==> src/rtl/core/ngga_pkg.sv <==
package ngga_pkg;

	// Capture window prefix and its length in bytes
	localparam logic [47:0] PREFIX_GPGGA = 48'h244750474741;
	localparam int          PREFIX_LEN   = 6;

	// Characters
	localparam logic [7:0] CH_NUL   = 8'h00;
	localparam logic [7:0] CH_TAB   = 8'h09;
	localparam logic [7:0] CH_LF    = 8'h0A;
	localparam logic [7:0] CH_VT    = 8'h0B;
	localparam logic [7:0] CH_FF    = 8'h0C;
	localparam logic [7:0] CH_CR    = 8'h0D;
	localparam logic [7:0] CH_SPACE = 8'h20;
	localparam logic [7:0] CH_STAR  = 8'h2A;
	localparam logic [7:0] CH_PLUS  = 8'h2B;
	localparam logic [7:0] CH_COMMA = 8'h2C;
	localparam logic [7:0] CH_MINUS = 8'h2D;
	localparam logic [7:0] CH_DOT   = 8'h2E;
	localparam logic [7:0] CH_ZERO  = 8'h30;
	localparam logic [7:0] CH_NINE  = 8'h39;

	// Field positions within a GGA sentence
	localparam logic [3:0] FLD_LAT     = 4'd2;
	localparam logic [3:0] FLD_LAT_DIR = 4'd3;
	localparam logic [3:0] FLD_LON     = 4'd4;
	localparam logic [3:0] FLD_LON_DIR = 4'd5;
	localparam logic [3:0] FLD_FIX     = 4'd6;
	localparam logic [3:0] FLD_ALT     = 4'd9;
	localparam logic [3:0] FLD_LAST    = 4'd15;

	// Accumulator ceiling and per-field limits
	localparam logic [29:0] ACC_CAP = 30'd1000000000;
	localparam logic [43:0] LAT_MAX = 44'd99999999;
	localparam logic [43:0] LON_MAX = 44'd999999999;
	localparam logic [43:0] FIX_MAX = 44'd255;
	localparam logic [43:0] ALT_MAX = 44'd99999999;

	typedef struct packed {
		logic [29:0] acc;
		logic [2:0]  frac_digits;
		logic        any;
		logic        started;
		logic        neg;
		logic        frac;
		logic        stop;
	} num_t;

	typedef struct packed {
		logic [26:0]        lat;
		logic [29:0]        lon;
		logic [7:0]         fix;
		logic signed [27:0] alt;
	} fin_t;

	typedef struct packed {
		logic [7:0] rx_byte;
	} char_t;

	typedef struct packed {
		logic [26:0]        latitude;
		logic [7:0]         latitude_hemisphere;
		logic [29:0]        longitude;
		logic [7:0]         longitude_hemisphere;
		logic [7:0]         fix_quality;
		logic signed [27:0] altitude;
	} fix_t;

	// Number of fraction digits kept for a numeric field
	function automatic logic [2:0] field_scale(input logic [3:0] f);
		logic [2:0] s;
		case (f)
			FLD_LAT, FLD_LON: s = 3'd4;
			FLD_ALT:          s = 3'd2;
			default:          s = 3'd0;
		endcase
		return s;
	endfunction

	function automatic logic field_numeric(input logic [3:0] f);
		return (f == FLD_LAT) || (f == FLD_LON) || (f == FLD_FIX) || (f == FLD_ALT);
	endfunction

endpackage

==> src/rtl/core/ngga_take.sv <==
// Fold one character into the running number of the current field.
module ngga_take (
	input  logic [7:0]    ch,
	input  logic [3:0]    field,
	input  ngga_pkg::num_t cur,
	output ngga_pkg::num_t nxt,
	output logic          first
);
	import ngga_pkg::*;

	logic [2:0]  scale;
	logic        is_digit;
	logic        is_ws;
	logic [33:0] acc10;
	logic [29:0] acc_sat;

	assign scale    = field_scale(field);
	assign is_digit = (ch >= CH_ZERO) && (ch <= CH_NINE);
	assign is_ws    = (ch == CH_SPACE) || (ch == CH_TAB) || (ch == CH_LF) ||
	                  (ch == CH_CR) || (ch == CH_VT) || (ch == CH_FF);
	assign acc10    = {1'b0, cur.acc, 3'b000} + {3'b000, cur.acc, 1'b0} + {30'd0, ch[3:0]};
	// clamp: any value beyond the cap saturates every field's result anyway
	assign acc_sat  = (acc10 > {4'd0, ACC_CAP}) ? ACC_CAP : acc10[29:0];
	assign first    = !cur.any;

	always_comb begin
		nxt     = cur;
		nxt.any = 1'b1;
		if (field_numeric(field) && !cur.stop) begin
			if (is_digit) begin
				nxt.started = 1'b1;
				if (!cur.frac) begin
					nxt.acc = acc_sat;
				end else if (cur.frac_digits < scale) begin
					nxt.acc         = acc_sat;
					nxt.frac_digits = cur.frac_digits + 3'd1;
				end
			end else if (!cur.started && is_ws) begin
				// skip leading white space
			end else if (!cur.started && (ch == CH_PLUS || ch == CH_MINUS)) begin
				nxt.started = 1'b1;
				nxt.neg     = (ch == CH_MINUS);
			end else if (ch == CH_DOT && !cur.frac) begin
				nxt.started = 1'b1;
				nxt.frac    = 1'b1;
			end else begin
				nxt.stop = 1'b1;
			end
		end
	end
endmodule

==> config.mk <==
export PLATFORM = sky130hd
export DESIGN_NAME = ngga_take
export DESIGN_NICKNAME = d
export VERILOG_FILES = /design/src/rtl/core/ngga_pkg.sv /design/src/rtl/core/ngga_take.sv
export SDC_FILE = /design/constraint.sdc
export NUM_CORES = 1
export LEC_CHECK = 0
export CAP_MARGIN = 10
export CORE_ASPECT_RATIO = 1.75
export CORE_MARGIN = 2
export CORE_UTILIZATION = 60
export DETAILED_ROUTE_END_ITERATION = 6
export DONT_BUFFER_PORTS = 1
export PLACE_DENSITY_LB_ADDON = 0.2
export SYNTH_ARGS = -nofsm -noshare
export SYNTH_HDL_FRONTEND = slang
export SYNTH_SLANG_ARGS = --single-unit
==> constraint.sdc <==
create_clock -name vclk -period 5.6
set_input_delay 1.12 -clock vclk [all_inputs]
set_output_delay 1.12 -clock vclk [all_outputs]
set_load 0.03 [all_outputs]
==> impl_metrics.py, run 1 <==
metrics = {
    "job": {
        "cap_violations": 0,
    },
    "finish": {
        "design.seq.count": 0,
        "nNetsFinal": 705,
        "clkbuf_count": 0,
        "final_area_sq_um": 4850,
        "drive_above_1_share_pct": 25.6,
        "n_antenna_cell": 0,
        "seq_area_sq_um": 0,
        "syn_to_final_growth_pct": 31.6,
        "instances_no_fill": 668,
    },
    "placement": {
        "gp_congestion": 0.988,
        "port_buffers": 0,
        "place_ws_ps": -193,
        "dp_cells": 658,
        "dp_hpwl_mm": 10.1,
        "place_area_sq_um": 4320,
    },
    "outcome": {
        "status": "finished with violations",
        "violations": "negative setup slack",
    },
    "floorplanning": {
        "coreArea_sq_um": 5930,
        "rows": 37,
        "die_w_um": 63.3,
        "dieArea_sq_um": 6810,
        "ioPinCount": 89,
        "initial_core_util_pct": 62.2,
        "die_h_um": 108,
    },
    "grt": {
        "grt_pass1_wl_mm": 20.2,
        "grt_max_degree": 39,
        "grtUsageTotal_pct": 35.9,
        "busiest_layer": "met2",
        "antenna_found_initial": 0,
        "gr-usage-met1_pct": 39.4,
        "overflow": 0,
        "first_global_vias": 4389,
        "met2_usage_pct": 67.6,
        "grtUsageMet3_pct": 3.14,
    },
    "synthesis": {
        "ys_types": 71,
        "synthTopCellsByCount": "ha_1 (61), a21oi_1 (55), nand2_1 (43)",
        "ys.warnings.count": 0,
        "yosysMostFrequentCell": "ha_1",
        "synthDominantCellAreaShare_pct": 20.7,
        "ys_seq_area_share_pct": 0,
        "syn_nets": 649,
        "syn_avg_cell_area_sq_um": 6.88,
        "synthesis.area_sq_um": 3690,
        "synth_area_leaders": "ha_1 (21%), a21oi_1 (7.5%), nand2_1 (4.4%)",
        "syn_inst": 536,
        "yosysTopAreaCell": "ha_1",
    },
    "pwr": {
        "combPwrFrac_pct": 100.0,
        "p_total_uw": 828,
        "p_seq_share_pct": 0,
        "p_int_uw": 359,
        "swShare_pct": 56.6,
        "power_density_nw_per_um2": 171,
        "ir_drop_mv": 0.0996,
        "p_switching_uw": 468,
        "clockPowerShare_pct": 0,
        "power.leakage_nw": 2.05,
    },
    "drt": {
        "drc": 0,
        "vias_per_cell": 7.32,
        "wl_per_cell_um": 21.5,
        "wirelength_mm": 14.4,
        "vias": 4893,
        "first_iter_violations": 432,
        "antenna_left": 0,
        "drt_first_pass_iters": 5,
    },
    "timing": {
        "layout_min_cycle_time_ps": 5710,
        "finalWorstSetupSlack_ps": -107,
        "min_period_over_period_pct": 102,
        "worst_slew_pin_slew_ps": 994,
        "setup_violations": 21,
        "finalHoldViolCount": 0,
        "slew_headroom_pct": 33.7,
        "rsz0062_at_grt": "true",
        "finalMaxSlewViolations": 0,
        "max_freq_mhz": 175,
    },
    "worst_hold_path": {
        "worstHoldPathCells": 1,
        "min_path_type": "input pin to output pin",
        "hold_end": "first",
        "worstHoldStart": "cur[4]",
    },
    "critical_path": {
        "worstPathRequired_ps": 4480,
        "crit_fanout": 10,
        "cp-start-kind": "input pin",
        "crit_type": "input pin to output pin",
        "crit_arrival_ps": 4590,
        "end_kind": "output pin",
    },
    "clocking": {
        "postCtsHoldBufs": 0,
    },
}
## layout make-up
cell class	count	area [sq um]
Multi-Input combinational cell	484	3840
Inverter	19	71.3
Tap cell	78	97.6
Fill cell	410	1080
Timing Repair Buffer	87	838
## power groups by stage
stage | Sequential, mW | Combinational (mW) | Clock (mW)
2_1_floorplan | 0 | 0.451 | 0
3_3_place_gp | 0 | 0.649 | 0
3_5_place_dp | 0 | 0.660 | 0
4_1_cts | 0 | 0.720 | 0
5_1_grt | 0 | 0.871 | 0
6_report | 0 | 0.828 | 0
## critical path, cell delays in order
cell and delay [ps]:
fa_2 600, ha_4 220, a211oi_2 170, buf_4 160, o211ai_1 160, and2_1 220
nor2_1 170, o311a_1 290, or4b_4 530, nor3_4 190, nand2_2 280, a31oi_1 280
buf_4 190
## cell families (layout without fill, tap and decap cells)
logic type | count (synthesis) | in the layout | synth area share (%)
xor gates and xnor gates | 21 | 21 | 4.99
other | 1 | 1 | 0.102
adders and majority gates | 63 | 63 | 21.8
buffers and inverters | 52 | 106 | 6.55
muxes | 3 | 3 | 0.849
and+or+nand+nor | 168 | 168 | 24.3
AOI/OAI and AO/OA | 228 | 228 | 41.4
## worst max path at each step
stage / slack, ps / cells past startpoint / startpoint / end
after floorplan: -90 / 11 / ch[3] / nxt[10]
after global placement: -170 / 14 / ch[3] / nxt[31]
after detailed placement: -190 / 14 / ch[3] / nxt[31]
after CTS: -3 / 16 / cur[10] / nxt[31]
after global routing: -240 / 13 / cur[13] / nxt[8]
final: -110 / 13 / cur[10] / nxt[8]
## cells in the final DEF (no fill, tap or decap), types with 15 or more instances in the layout
| cell type | n |
|---|---|
| o21ai_0 | 22 |
| a22oi_1 | 15 |
| inv_1 | 19 |
| ha_1 | 53 |
| nand2_1 | 40 |
| a21oi_1 | 48 |
| a21o_1 | 18 |
| nor2_1 | 34 |
| buf_6 | 18 |
| nand4_1 | 17 |
| buf_4 | 60 |
## what timing repair did
action,in CTS,in global routing
gates resized for setup,19,61
setup endpoints to repair,26,27
pin swaps,16,16
buffers inserted,5,5
cloned,1,1
## stage by stage
stage,TNS [ps],hold slack [ps],utilization [%]
floorplan,-692,2350,-
global placement,-1760,2350,72.8
detailed placement,-3410,2350,72.8
CTS,-2.94,2350,75.4
global route,-4170,2350,81.8
finish,-1460,2350,81.8
## layer usage
metal / routed length, um / vias up
li1: - / 2192
met1: 5060 / 2266
met2: 7130 / 342
met3: 1190 / 93
met4: 991 / 0
met5: 0 / -
(Power assumes the default switching activity.)
==> run 2, diff against run 1 <==
--- a/config.mk
+++ b/config.mk
@@ -12,6 +12,7 @@
 export DETAILED_ROUTE_END_ITERATION = 6
 export DONT_BUFFER_PORTS = 1
 export PLACE_DENSITY_LB_ADDON = 0.2
+export SETUP_SLACK_MARGIN = 0.15
 export SYNTH_ARGS = -nofsm -noshare
 export SYNTH_HDL_FRONTEND = slang
 export SYNTH_SLANG_ARGS = --single-unit
==> impl_metrics.py, run 2 (synthesis results as in run 1) <==
metrics = {
    "placement": {
        "place_area_sq_um": 4330,
        "gp_congestion": 1.02,
        "dp_hpwl_mm": 10.8,
        "port_buffers": 0,
    },
    "worst_hold_path": {
        "hold_end": "first",
        "min_path_type": "input pin to output pin",
        "worstHoldPathCells": 1,
        "worstHoldStart": "cur[4]",
    },
    "finish": {
        "n_antenna_cell": 0,
        "drive_above_1_share_pct": 26.3,
        "clkbuf_count": 0,
        "seq_area_sq_um": 0,
        "design.seq.count": 0,
        "final_cell_mix": "ha_1 (59), a21oi_1 (46), nand2_1 (42), buf_4 (42), nor2_1 (34)",
        "nNetsFinal": 694,
        "finish.utilization_pct": 83.1,
        "layout_commonest_cell": "ha_1",
        "final_area_sq_um": 4920,
        "syn_to_final_growth_pct": 33.5,
    },
    "critical_path": {
        "crit_fanout": 6,
        "critPathTopFamily": "simple AND/OR/NAND/NOR gates",
        "cp-start-kind": "input pin",
        "end_kind": "output pin",
        "crit_arrival_ps": 4630,
        "critPathBufInv": 3,
        "slowest_delay_ps": 580,
        "crit_path_cell_trace": "fa_2 > fa_2 > a211oi_4 > o211ai_4 > buf_6 > nand3_4 > nand3b_1 > xor2_2 > or4b_4 > nor4b_4 > buf_6 > a211oi_4 > a21oi_2 > buf_6",
        "cp_slowest_cell": "or4b_4",
        "crit_top_cell": "buf_6",
        "worstPathRequired_ps": 4480,
        "crit_type": "input pin to output pin",
    },
    "floorplanning": {
        "initial_core_util_pct": 62.2,
        "ioPinCount": 89,
        "die_h_um": 108,
        "die_w_um": 63.3,
        "coreArea_sq_um": 5930,
        "rows": 37,
        "dieArea_sq_um": 6810,
    },
    "timing": {
        "min_period_over_period_pct": 103,
        "slew_headroom_pct": 24.9,
        "max_freq_mhz": 174,
        "finalWorstSetupSlack_ps": -152,
        "holdWs_ps": 2350,
        "finalHoldViolCount": 0,
        "layout_min_cycle_time_ps": 5750,
        "worst_slew_pin_slew_ps": 1130,
        "final.setup.tns_ps": -1860,
        "finalMaxSlewViolations": 0,
        "rsz0062_at_grt": "true",
        "setup_violations": 25,
    },
    "grt": {
        "grt_max_degree": 31,
        "first_global_vias": 4707,
        "overflow": 0,
        "grtUsageTotal_pct": 40.1,
        "grt_pass1_wl_mm": 22.1,
        "antenna_found_initial": 0,
    },
    "outcome": {
        "status": "finished with violations",
        "violations": "negative setup slack",
    },
    "clocking": {
        "postCtsHoldBufs": 0,
    },
    "drt": {
        "antenna_left": 0,
        "vias": 4989,
        "drt_first_pass_iters": 7,
        "drc": 0,
        "wl_per_cell_um": 23.9,
        "vias_per_cell": 7.59,
        "wirelength_mm": 15.7,
        "first_iter_violations": 538,
    },
    "pwr": {
        "ir_drop_mv": 0.0885,
        "power.leakage_nw": 2.02,
        "power_density_nw_per_um2": 168,
    },
    "job": {
        "cap_violations": 0,
    },
}
-- run 2: worst max path at each step --
stage	startpoint	end	slack, ps	cells past startpoint
finish	ch[3]	nxt[15]	-150	14
global route	ch[3]	nxt[15]	-250	14
CTS	cur[10]	nxt[18]	-7	13
detailed placement	ch[2]	nxt[18]	-180	15
global placement	ch[3]	nxt[16]	-150	14
floorplan	ch[2]	nxt[15]	130	12
-- run 2: routing by layer --
metal  part of all wire (%)  GRT usage (%)  wire, um
met1                     34           39.6      5270
met2                     50           76.6      7820
met3                    7.8           4.81      1220
met4                    8.9           26.7      1390
met5                      0              0         0
-- run 2: repair_timing --
item,4_1_cts,5_1_grt
pin swaps,22,24
buffers inserted,6,7
gates cloned,2,2
gates resized for setup,46,32
endpoints found under the setup margin,26,27
-- run 2: layout make-up --
cell class / instances / area [sq um]
Multi-Input combinational cell: 484 / 3960
Fill cell: 372 / 1000
Timing Repair Buffer: 76 / 793
Tap cell: 78 / 97.6
Inverter: 19 / 71.3
-- run 2: per-stage QoR --
stage,power [mW],setup WS [ps],cells
2_1_floorplan,0.485,127,536
3_5_place_dp,0.655,-184,640
3_3_place_gp,0.643,-146,640
4_1_cts,0.733,-7.18,648
5_1_grt,0.871,-250,657
6_report,0.826,-152,657
-- run 2: power by group --
| part | switching [mW] | internal (mW) | total [mW] |
|---|---|---|---|
| combinational | 0.483 | 0.343 | 0.826 |
| sequential | 0 | 0 | 0 |
| clock | 0 | 0 | 0 |
