<file path="src/rtl/core/ngga_pkg.sv">
package ngga_pkg;

	// Capture window prefix and its length in bytes
	localparam logic [47:0] PREFIX_GPGGA = 48'h244750474741;
	localparam int          PREFIX_LEN   = 6;

	// Characters
	localparam logic [7:0] CH_NUL   = 8'h00;
	localparam logic [7:0] CH_TAB   = 8'h09;
	localparam logic [7:0] CH_LF    = 8'h0A;
	localparam logic [7:0] CH_VT    = 8'h0B;
	localparam logic [7:0] CH_FF    = 8'h0C;
	localparam logic [7:0] CH_CR    = 8'h0D;
	localparam logic [7:0] CH_SPACE = 8'h20;
	localparam logic [7:0] CH_STAR  = 8'h2A;
	localparam logic [7:0] CH_PLUS  = 8'h2B;
	localparam logic [7:0] CH_COMMA = 8'h2C;
	localparam logic [7:0] CH_MINUS = 8'h2D;
	localparam logic [7:0] CH_DOT   = 8'h2E;
	localparam logic [7:0] CH_ZERO  = 8'h30;
	localparam logic [7:0] CH_NINE  = 8'h39;

	// Field positions within a GGA sentence
	localparam logic [3:0] FLD_LAT     = 4'd2;
	localparam logic [3:0] FLD_LAT_DIR = 4'd3;
	localparam logic [3:0] FLD_LON     = 4'd4;
	localparam logic [3:0] FLD_LON_DIR = 4'd5;
	localparam logic [3:0] FLD_FIX     = 4'd6;
	localparam logic [3:0] FLD_ALT     = 4'd9;
	localparam logic [3:0] FLD_LAST    = 4'd15;

	// Accumulator ceiling and per-field limits
	localparam logic [29:0] ACC_CAP = 30'd1000000000;
	localparam logic [43:0] LAT_MAX = 44'd99999999;
	localparam logic [43:0] LON_MAX = 44'd999999999;
	localparam logic [43:0] FIX_MAX = 44'd255;
	localparam logic [43:0] ALT_MAX = 44'd99999999;

	typedef struct packed {
		logic [29:0] acc;
		logic [2:0]  frac_digits;
		logic        any;
		logic        started;
		logic        neg;
		logic        frac;
		logic        stop;
	} num_t;

	typedef struct packed {
		logic [26:0]        lat;
		logic [29:0]        lon;
		logic [7:0]         fix;
		logic signed [27:0] alt;
	} fin_t;

	typedef struct packed {
		logic [7:0] rx_byte;
	} char_t;

	typedef struct packed {
		logic [26:0]        latitude;
		logic [7:0]         latitude_hemisphere;
		logic [29:0]        longitude;
		logic [7:0]         longitude_hemisphere;
		logic [7:0]         fix_quality;
		logic signed [27:0] altitude;
	} fix_t;

	// Number of fraction digits kept for a numeric field
	function automatic logic [2:0] field_scale(input logic [3:0] f);
		logic [2:0] s;
		case (f)
			FLD_LAT, FLD_LON: s = 3'd4;
			FLD_ALT:          s = 3'd2;
			default:          s = 3'd0;
		endcase
		return s;
	endfunction

	function automatic logic field_numeric(input logic [3:0] f);
		return (f == FLD_LAT) || (f == FLD_LON) || (f == FLD_FIX) || (f == FLD_ALT);
	endfunction

endpackage

</file>
<file path="src/rtl/core/ngga_finish.sv">
// Scale the accumulated number to its fixed-point unit and saturate.
module ngga_finish (
	input  logic [3:0]     field,
	input  ngga_pkg::num_t cur,
	output ngga_pkg::fin_t vals
);
	import ngga_pkg::*;

	logic [2:0]  shift;
	logic [13:0] pow;
	logic [43:0] v;
	logic [26:0] alt_mag;
	logic [27:0] alt_ext;

	assign shift = field_scale(field) - cur.frac_digits;

	always_comb begin
		case (shift)
			3'd0:    pow = 14'd1;
			3'd1:    pow = 14'd10;
			3'd2:    pow = 14'd100;
			3'd3:    pow = 14'd1000;
			default: pow = 14'd10000;
		endcase
	end

	assign v = {14'd0, cur.acc} * {30'd0, pow};

	assign alt_mag = (v > ALT_MAX) ? ALT_MAX[26:0] : v[26:0];
	assign alt_ext = {1'b0, alt_mag};

	always_comb begin
		vals.lat = cur.neg ? 27'd0 : ((v > LAT_MAX) ? LAT_MAX[26:0] : v[26:0]);
		vals.lon = cur.neg ? 30'd0 : ((v > LON_MAX) ? LON_MAX[29:0] : v[29:0]);
		vals.fix = cur.neg ? 8'd0  : ((v > FIX_MAX) ? FIX_MAX[7:0]  : v[7:0]);
		vals.alt = cur.neg ? -$signed(alt_ext) : $signed(alt_ext);
	end
endmodule

</file>
<file path="config.mk">
export PLATFORM = sky130hd
export DESIGN_NAME = ngga_finish
export DESIGN_NICKNAME = d
export VERILOG_FILES = /design/src/rtl/core/ngga_pkg.sv /design/src/rtl/core/ngga_finish.sv
export SDC_FILE = /design/constraint.sdc
export NUM_CORES = 1
export LEC_CHECK = 0
export BUFFER_PORTS_ARGS = -buffer_cell sky130_fd_sc_hd__buf_2
export CAP_MARGIN = 20
export CELL_PAD_IN_SITES_DETAIL_PLACEMENT = 2
export CELL_PAD_IN_SITES_GLOBAL_PLACEMENT = 2
export CORE_MARGIN = 5
export CORE_UTILIZATION = 30
export DETAILED_ROUTE_END_ITERATION = 8
export GPL_TIMING_DRIVEN = 0
export PLACE_DENSITY_LB_ADDON = 0.1
export SKIP_LAST_GASP = 1
export SLEW_MARGIN = 15
export SYNTH_ARGS = -nofsm -noshare
export SYNTH_HDL_FRONTEND = slang
export SYNTH_SLANG_ARGS = --single-unit
</file>
<file path="constraint.sdc">
create_clock -name vclk -period 21.5
set_input_delay 4.3 -clock vclk [all_inputs]
set_output_delay 4.3 -clock vclk [all_outputs]
set_load 0.02 [all_outputs]
</file>
==> results of run 1 <==
## cell type report
class,instances,area [um2]
plain buffers,75,372.9
fillers,5289,30210
inverters,366,1374
multi-input cells,1259,12200
well taps,600,750.7
repair buffers,133,675.6
## critical path, delay by kind of cell
kind,cells,cell delay (ns)
buffers and inverters,9,1.53
adders and majority gates,9,3.99
AOI/OAI and AO/OA,7,1.55
muxes,1,0.13
and+or+nand+nor,18,4.74
xor gates and xnor gates,1,0.17
## logic make-up (layout without fill, tap and decap cells)
logic type / after synthesis / count (layout) / share of synthesized area [%]
buffers and inverters: 442 / 574 / 12.47
and+or+nand+nor: 513 / 513 / 18.92
muxes: 11 / 11 / 0.7938
adders and majority gates: 404 / 404 / 51.33
AOI/OAI and AO/OA: 290 / 290 / 13.90
xor gates and xnor gates: 41 / 41 / 2.589
## layout by cell type, fill, tap and decap left out, drive strengths merged, types with 36 or more instances in the layout
| cell | instances |
|---|---|
| inv | 366 |
| fa | 275 |
| buf | 170 |
| nand2 | 149 |
| ha | 129 |
| a21oi | 97 |
| nor2 | 92 |
| and2 | 71 |
| o21ai | 50 |
| and3 | 42 |
| a31oi | 40 |
| clkbuf | 38 |
| a21o | 36 |
## per-layer routing
metal	routed length (um)	global-route usage, %	up-vias
met2	28350	40.64	119
met3	809	0.7034	28
li1	-	-	5728
met4	503	1.532	0
met5	0	0	-
met1	23320	27.38	6465
## stage by stage
step           setup slack [ns]  instance area, um2  hold slack (ns)
4_1_cts                  0.1023               15320            9.386
3_3_place_gp             -1.434               15260            9.351
2_1_floorplan             2.399               13870            8.927
5_1_grt                 0.03095               15370            9.448
6_report                 0.7649               15370            9.387
3_5_place_dp             -1.279               15290            9.389
## worst min-delay path by stage
stage	start	to	slack, ns	cells past startpoint
after CTS	cur[2]	vals[26]	9.39	5
final	cur[2]	vals[26]	9.39	5
after global placement	cur[2]	vals[26]	9.35	5
after global routing	cur[2]	vals[2]	9.45	5
after floorplan	cur[5]	vals[0]	8.93	3
after detailed placement	cur[2]	vals[7]	9.39	5
## timing repair
item	CTS	global route
endpoints found under the hold margin	0	0
setup buffers	1	2
endpoints found under the setup margin	11	9
hold buffers	0	0
pin swaps	1	1
resized for setup	12	18
==> reports/results.txt, run 1 <==
The flow ran to the end, and the final reports show no timing, DRC or antenna violations. The mean area per synthesized cell is 8.154 um2, and the count of standard-cell rows is 78. Of all nets on the critical path, the largest fanout is 10.

Total of max-cap violations: 0. The global route total overflow was 0; the layout cell share with drive strength beyond 1 was 12.71%. Synthesis handed over a netlist of 1701 instances. After synthesis, the largest area contributor takes up 39.69% of total cell area. In this design, the critical path's most frequently occurring cell is fa_1. The run gives 0.8491 as the routability congestion estimate. The floorplan die height was 225.0 um. The total number of vias came out at 12340.

The path class of the tightest hold or removal check is in2out. The combined flip-flop and latch cell area is 0 um2. The tightest slew margin relative to the limit was 32.69%; the accumulated negative setup slack was 0 ns. Dividing the detail-routed wire length by the instance count gives 21.77 um. Detailed placement finished with a half-perimeter wire length of 47.41 mm. For this run, the number of standard cells in the final layout without fillers is 2433. The tools report the data arrival time of the critical path as 16.44 ns.

After detailed routing, the number of remaining DRC violations is 0. The logs give 5 for the iteration count of the initial detailed-routing pass and 12 for the largest net degree at the start of global routing. During synthesis, Yosys emitted a total of 0 warnings.

The detailed router finished its first iteration with 394 violations. The achievable frequency was 0.04823 GHz. Die area: 50640 um2.

The slowest stage of the critical path is the fa_1 cell. The type of the setup path with the least slack was in2out. The startpoint type of the worst setup path is an input pin.

The share of the cycle needed by the critical path after routing was 96.44%; the final-report setup violation count was 0. Compared with the post-synthesis result, the final layout area differs by 10.81%. The synthesized area came out at 13870 um2. The run gives 2147 as the number of nets produced by synthesis. The first global-routing pass estimated 84.55 mm of wire. Worst setup path endpoint: vals[26].

The tools report the starting density of the core as 30.43%. Clock buffers in the final layout number 0. Yosys instantiated no cell more often than inv_1. 135 I/O pins were placed. The detail route stage leaves a number of antenna-violating nets equal to 0. Buffers placed on the I/O ports in this run total 128.

For this run, the post-layout net count is 2281. The logs give 33.72% for the final design utilization and 78 for the number of library cell types mapped by synthesis. Using the TritonRoute via totals, the vias-per-cell ratio works out to 5.072. The width of the die was 225.0 um.

STA classifies the critical path endpoint as an output port. The required time at the worst-slack endpoint is 17.20 ns, and the area inside the core boundary is 45580 um2. The final layout contains routed wiring with a total length of 52.98 mm. The total count of max-transition violations in the final report is 0, and the count of placed standard cells including taps is 2431. Tracing the worst setup path back leads to its startpoint at field[1]. The run gives 0 as the number of hold-slack violations in the final timing report.

Setup repair after global routing left no endpoint under its margin. Counting I/O delays and the setup requirement, the final critical path takes 20.74 ns. The tools report the number of global-route vias before repair as 14470.

Counting instances in the post-synthesis netlist gives the leading cell types as inv_1 (366), fa_1 (275), nand2_1 (149), ha_1 (129), nor2_1 (92). The number of antenna diodes in the final layout is 0. For the global router's overall resource usage, the log shows 21.09%. The delay contributed by the slowest stage of the critical path works out to 0.58 ns. The initial antenna violation count was 3. For the pin with the worst max-slew slack, the measured transition is 1.010 ns.

By area the synthesized netlist is led by fa_1 (40%), ha_1 (12%), inv_1 (9.9%), nand2_1 (4.0%), a21oi_1 (3.1%). The run gives 0% as the register area share after synthesis. The number of sequential storage elements is 0. The largest total area in the synthesized netlist belongs to fa_1.
Power of run 1 is not shown: default switching activity piles up to over one toggle a cycle in this logic, so the estimate is an artifact.
==> run 2: changes to the inputs <==
--- a/config.mk
+++ b/config.mk
@@ -12,7 +12,6 @@
 export CORE_MARGIN = 5
 export CORE_UTILIZATION = 30
 export DETAILED_ROUTE_END_ITERATION = 8
-export GPL_TIMING_DRIVEN = 0
 export PLACE_DENSITY_LB_ADDON = 0.1
 export SKIP_LAST_GASP = 1
 export SLEW_MARGIN = 15
==> reports/results.txt, run 2 (synthesized netlist as in run 1, its figures left out) <==
The share of the cycle needed by the critical path after routing is 95.44% (-1.0 points). Iteration count of the initial detailed-routing pass: 4 (-1). The largest net degree at the start of global routing came out at 92 (+80). For the initial antenna violation count, the log shows 1 (-2).

The starting density of the core is 30.43% (unchanged). The number of diodes is 0 (unchanged). The tools report the startpoint type of the worst setup path as an input pin. The tools report the combined flip-flop and latch cell area as 0 um2 (unchanged). Among all stages on the critical path, the largest delay is contributed by nor3_1. The final instance area came out at 15070 um2 (-1.9%). For hold timing, the worst endpoint is vals[0]. The detail-routed net length per standard cell was 19.67 um (-9.6%); the first-pass GRT wire length was 77.20 mm (-8.7%). The flow ran to the end, and the final reports show no timing, DRC or antenna violations.

The accumulated negative setup slack is 0 ns (unchanged), and the area inside the core boundary is 45580 um2 (unchanged). The tools report the required time at the worst-slack endpoint as 17.20 ns (about the same). The post-DP HPWL is 41.40 mm (-13%), and the layout-stage area growth over the synthesis result is 8.660%. The final-report setup violation count is 0 (unchanged), and the total of fill cells in the finished design is 5267 (-0.42%). In the layout the commonest cells are inv_1 (366), fa_1 (275), nand2_1 (149). The global route total overflow was 0 (unchanged); the residual DRC count was 0 (unchanged). The worst-path maximum fanout came out at 34 (+24). The delay contributed by the slowest stage of the critical path was 0.61 ns (+0.03 ns).

The startpoint identified for the worst hold timing path is cur[8]. Area of placed instances: 15060 um2 (-1.5%). The width of the die is 225.0 um (unchanged). Most frequent cell on the critical path: fa_1.

The number of sequential storage elements was 0 (unchanged). The critical path starts at field[1]. The total number of vias is 11880 (-3.7%). The minimum period implied by the final worst setup slack was 20.52 ns (-0.2149 ns); the global router's overall resource usage was 18.69% (-2.4 points). Type of the setup path with the least slack: in2out.

The number of nets at the end of the flow is 2219 (-2.7%). The total count of max-transition violations in the final report was 0 (unchanged). The logs give 46.65 mm (-12%) for the routed wire length and 50640 um2 (unchanged) for the die area.

The floorplan die height was 225.0 um (unchanged). The logs give 16.22 ns (-0.22 ns) for the data arrival time of the critical path and 78 (unchanged) for the count of standard-cell rows. Pin slew with the least headroom to its limit: 0.9794 ns (-0.03023 ns). The number of hold-slack violations in the final timing report is 0 (unchanged), and the instance count along the most critical hold path is 4 (-1). The via density per instance was 5.012 (-1.2%); the number of global-route vias before repair was 13880 (-4.1%). The clock buffer count in the final layout is 0 (unchanged), and the routability congestion estimate is 0.8036 (-5.4%). The achievable frequency is 0.04873 GHz (+1.0%), and the number of routed nets with antenna violations is 0 (unchanged). The count of port buffers added during placement was 131 (+2.3%); the number of design-rule violations left by the first detailed-router iteration was 339 (-14%). The tightest slew margin relative to the limit came out at 34.24% (+1.5 points).

The worst setup path is captured at an output port. Leaving out fill and tap cells, the most frequent cell in the layout is inv_1. Setup repair after global routing left no endpoint under its margin. The tools report the total of max-cap violations as 0 (unchanged). The layout cell share with drive strength beyond 1 came out at 10.78% (-1.9 points).

The tightest min-delay check is of the in2out type. The number of primary I/O pins was 135 (unchanged).
[run 2: cell count changes in the layout (fill, tap and decap cells not counted), sizes merged]
cell	delta
clkbuf	-38
buf	-24
[run 2: layout make-up]
type	instances	area, um2	area share [%]
multi-input combinational	1259	12180	80.78
inverter	366	1374	9.115
timing repair buffer	146	772.0	5.122
tap	600	750.7	4.981
[run 2: what timing repair did]
action	in CTS	in global routing
hold buffers	0	0
setup buffers	0	0
gates resized for setup	0	1
endpoints found under the setup margin	0	1
[run 2: worst max-delay path by stage]
stage          slack, ns       end  cells past startpoint
2_1_floorplan       2.40  vals[20]                     42
3_3_place_gp        0.91  vals[20]                     41
3_5_place_dp        0.77  vals[20]                     43
4_1_cts             0.73  vals[20]                     43
5_1_grt             0.08  vals[20]                     41
6_report            0.98  vals[20]                     42
[run 2: worst max-delay path: cells and delay by family]
kind	cells	cell delay (ns)
AND/OR/NAND/NOR	16	4.78
adder cells (fa/ha/maj)	8	3.71
AO/OA/AOI/OAI	7	1.45
buffers and inverters	7	1.02
XOR/XNOR	3	0.61
multiplexers	1	0.28
[run 2: per-layer routing]
metal / part of all wire [%] / vias to the layer above / routed length, um / GRT usage (%)
met1: 43 / 6212 / 19880 / 23.47
met5: 0 / - / 0 / 0
met3: 0.62 / 14 / 289 / 0.09118
met2: 56 / 56 / 26160 / 37.54
met4: 0.68 / 0 / 316 / 1.002
li1: - / 5601 / - / -
[run 2: stage by stage]
stage | worst slack [ns] | cells | hold slack, ns | utilization (%)
finish | 0.9799 | 2371 | 9.288 | 33.07
CTS | 0.7266 | 2371 | 9.302 | 33.05
global placement | 0.9130 | 2371 | 9.301 | 33.05
global route | 0.07510 | 2371 | 9.337 | 33.07
detailed placement | 0.7747 | 2371 | 9.299 | 33.05
floorplan | 2.399 | 1701 | 8.927 | -
Power of run 2 is left out for the same reason.
==> run 3: changes to the inputs <==
--- a/config.mk
+++ b/config.mk
@@ -7,7 +7,7 @@
 export LEC_CHECK = 0
 export BUFFER_PORTS_ARGS = -buffer_cell sky130_fd_sc_hd__buf_2
 export CAP_MARGIN = 20
-export CELL_PAD_IN_SITES_DETAIL_PLACEMENT = 2
+export CELL_PAD_IN_SITES_DETAIL_PLACEMENT = 1
 export CELL_PAD_IN_SITES_GLOBAL_PLACEMENT = 2
 export CORE_MARGIN = 5
 export CORE_UTILIZATION = 30
==> constraint.sdc (replaced) <==
create_clock -name vclk -period 16.7
set_input_delay 3.34 -clock vclk [all_inputs]
set_output_delay 3.34 -clock vclk [all_outputs]
set_load 0.02 [all_outputs]
==> reports/results.txt, run 3 (synthesized netlist as in run 1, its figures left out) <==
The run finished with clean final reports. For the number of sequential storage elements, the log shows 0 (unchanged). The delay contributed by the slowest stage of the critical path is 0.61 ns (about the same), and the post-DP HPWL is 42.59 mm (+2.9%). The number of routed nets with antenna violations was 0 (unchanged). The tools report the number of primary I/O pins as 135 (unchanged).

For the routed wire length, the log shows 49.66 mm (+6.5%). The tools report the first-pass GRT wire length as 79.65 mm (+3.2%). The instance count along the most critical hold path is 4 (unchanged), and the iteration count of the initial detailed-routing pass is 4 (unchanged). The slowest stage of the critical path belongs to the cell or4_4. The residual DRC count was 0 (unchanged).

Setup repair after global routing could not meet its margin everywhere. Number of global-route vias before repair: 15140 (+9.1%). The worst hold path begins at cur[8]. Counting I/O delays and the setup requirement, the final critical path takes 16.65 ns. The share of the cycle needed by the critical path after routing is 99.72%, and the total count of max-transition violations in the final report is 0 (unchanged). The worst setup path is of the in2out kind.

The tools report the hold buffer count at cts as 0 (unchanged). For the initial antenna violation count, the log shows 1 (unchanged). The area inside the core boundary was 45580 um2 (unchanged); the starting density of the core was 30.43% (unchanged). Leading cell type in the layout, fill and taps excluded: buf_4. For this run, the top clock speed supported by timing is 0.06005 GHz. The final instance area was 19450 um2 (+29%). The clock buffer count in the final layout is 0 (unchanged), and the floorplan die height is 225.0 um (unchanged). The data arrival time of the critical path came out at 13.31 ns (-2.91 ns). The required time at the worst-slack endpoint is 13.36 ns (-3.84 ns), and the routability congestion estimate is 0.8499 (+5.8%). The number of diodes was 0 (unchanged); the count of standard-cell rows was 78 (unchanged). The run gives 2706 (+14%) as the count of placed standard cells including taps. The tools report the post-layout instance count excluding filler cells as 2769 (+17%).

The area of placed instances was 17720 um2 (+18%); the tightest slew margin relative to the limit was 34.76% (+0.53 points). Total number of vias: 13280 (+12%). Via density per instance: 4.794 (-4.3%). The tools report the largest net degree at the start of global routing as 92 (unchanged). The count of port buffers added during placement was 131 (unchanged); the total of fill cells in the finished design was 5517 (+4.7%). The type of the worst min-delay path is in2out. Worst-path maximum fanout: 8 (-76%). The most critical setup path has its endpoint at vals[24].

The area growth from synthesis to layout is 40.24%. The global router's overall resource usage was 19.12% (+0.42 points). The pin slew with the least headroom to its limit works out to 0.9785 ns (-0.0008940 ns). In this run the worst setup path begins at field[1]. The number of hold-slack violations in the final timing report is 0 (unchanged), and the layout cell share with drive strength beyond 1 is 36.15% (+25 points). The total of max-cap violations was 0 (unchanged); the combined flip-flop and latch cell area was 0 um2 (unchanged). In the layout the commonest cells are buf_4 (371), inv_1 (339), fa_1 (262).

The detail-routed net length per standard cell came out at 17.93 um (-8.8%). STA classifies the critical path startpoint as an input pin. Number of design-rule violations left by the first detailed-router iteration: 388 (+14%). STA classifies the critical path endpoint as an output port. The number of nets at the end of the flow was 2617 (+18%); the die area was 50640 um2 (unchanged). The multi-input gate area in the final layout came out at 13240 um2 (+8.8%).

The final-report setup violation count is 0 (unchanged), and the width of the die is 225.0 um (unchanged). The global route total overflow is 0 (unchanged).
==> run 3: cell types whose count changed in the layout (fill, tap and decap cells not counted), sizes merged <==
| cell | previous run | this run |
|---|---|---|
| clkbuf | 0 | 3 |
| buf | 146 | 541 |
==> run 3: how the worst min path moves through the flow <==
stage	to	slack, ns
after floorplan	vals[0]	7.01
after global placement	vals[0]	7.37
after detailed placement	vals[0]	7.35
after CTS	vals[0]	7.36
after global routing	vals[0]	7.39
final	vals[0]	7.36
==> run 3: layout make-up <==
cell class         count  share of cell area, %
inverters            366                  7.062
multi-input cells   1259                  68.08
well taps            600                  3.859
repair buffers       544                  21.00
==> run 3: timing repair <==
| item | CTS | global route |
|---|---|---|
| pin swaps | 50 | 103 |
| gates cloned | 0 | 3 |
| buffers inserted | 29 | 31 |
| endpoints found under the setup margin | 11 | 15 |
| resized for setup | 83 | 207 |
==> run 3: stage by stage <==
| step | hold slack [ns] | utilization, % | setup WS [ns] | setup TNS, ns |
|---|---|---|---|---|
| after detailed placement | 7.350 | 38.87 | -0.8208 | -5.684 |
| final | 7.357 | 42.68 | 0.04747 | 0 |
| after CTS | 7.358 | 40.17 | -0.07150 | -0.1457 |
| after floorplan | 7.007 | - | 0.04023 | 0 |
| after global routing | 7.392 | 42.68 | -0.3995 | -2.435 |
| after global placement | 7.372 | 38.87 | -0.7308 | -5.010 |
==> run 3: worst max-delay path, delay by kind of cell <==
family          cells  cell delay, ns
fa+ha+maj           9            3.79
simple gates       16            3.66
buf+inv            14            1.37
compound gates      4            0.60
xor+xnor            2            0.31
mux                 1            0.18
==> run 3: per-layer routing <==
layer / part of all wire, % / up-vias / track usage (%) / wire length (um)
met4: 0.83 / 0 / 1.257 / 410
met1: 42 / 6746 / 23.63 / 20830
met5: 0 / - / 0 / 0
met2: 56 / 98 / 38.67 / 27860
li1: - / 6407 / - / -
met3: 1.1 / 24 / 0.1433 / 556
Power of run 3 is left out for the same reason.
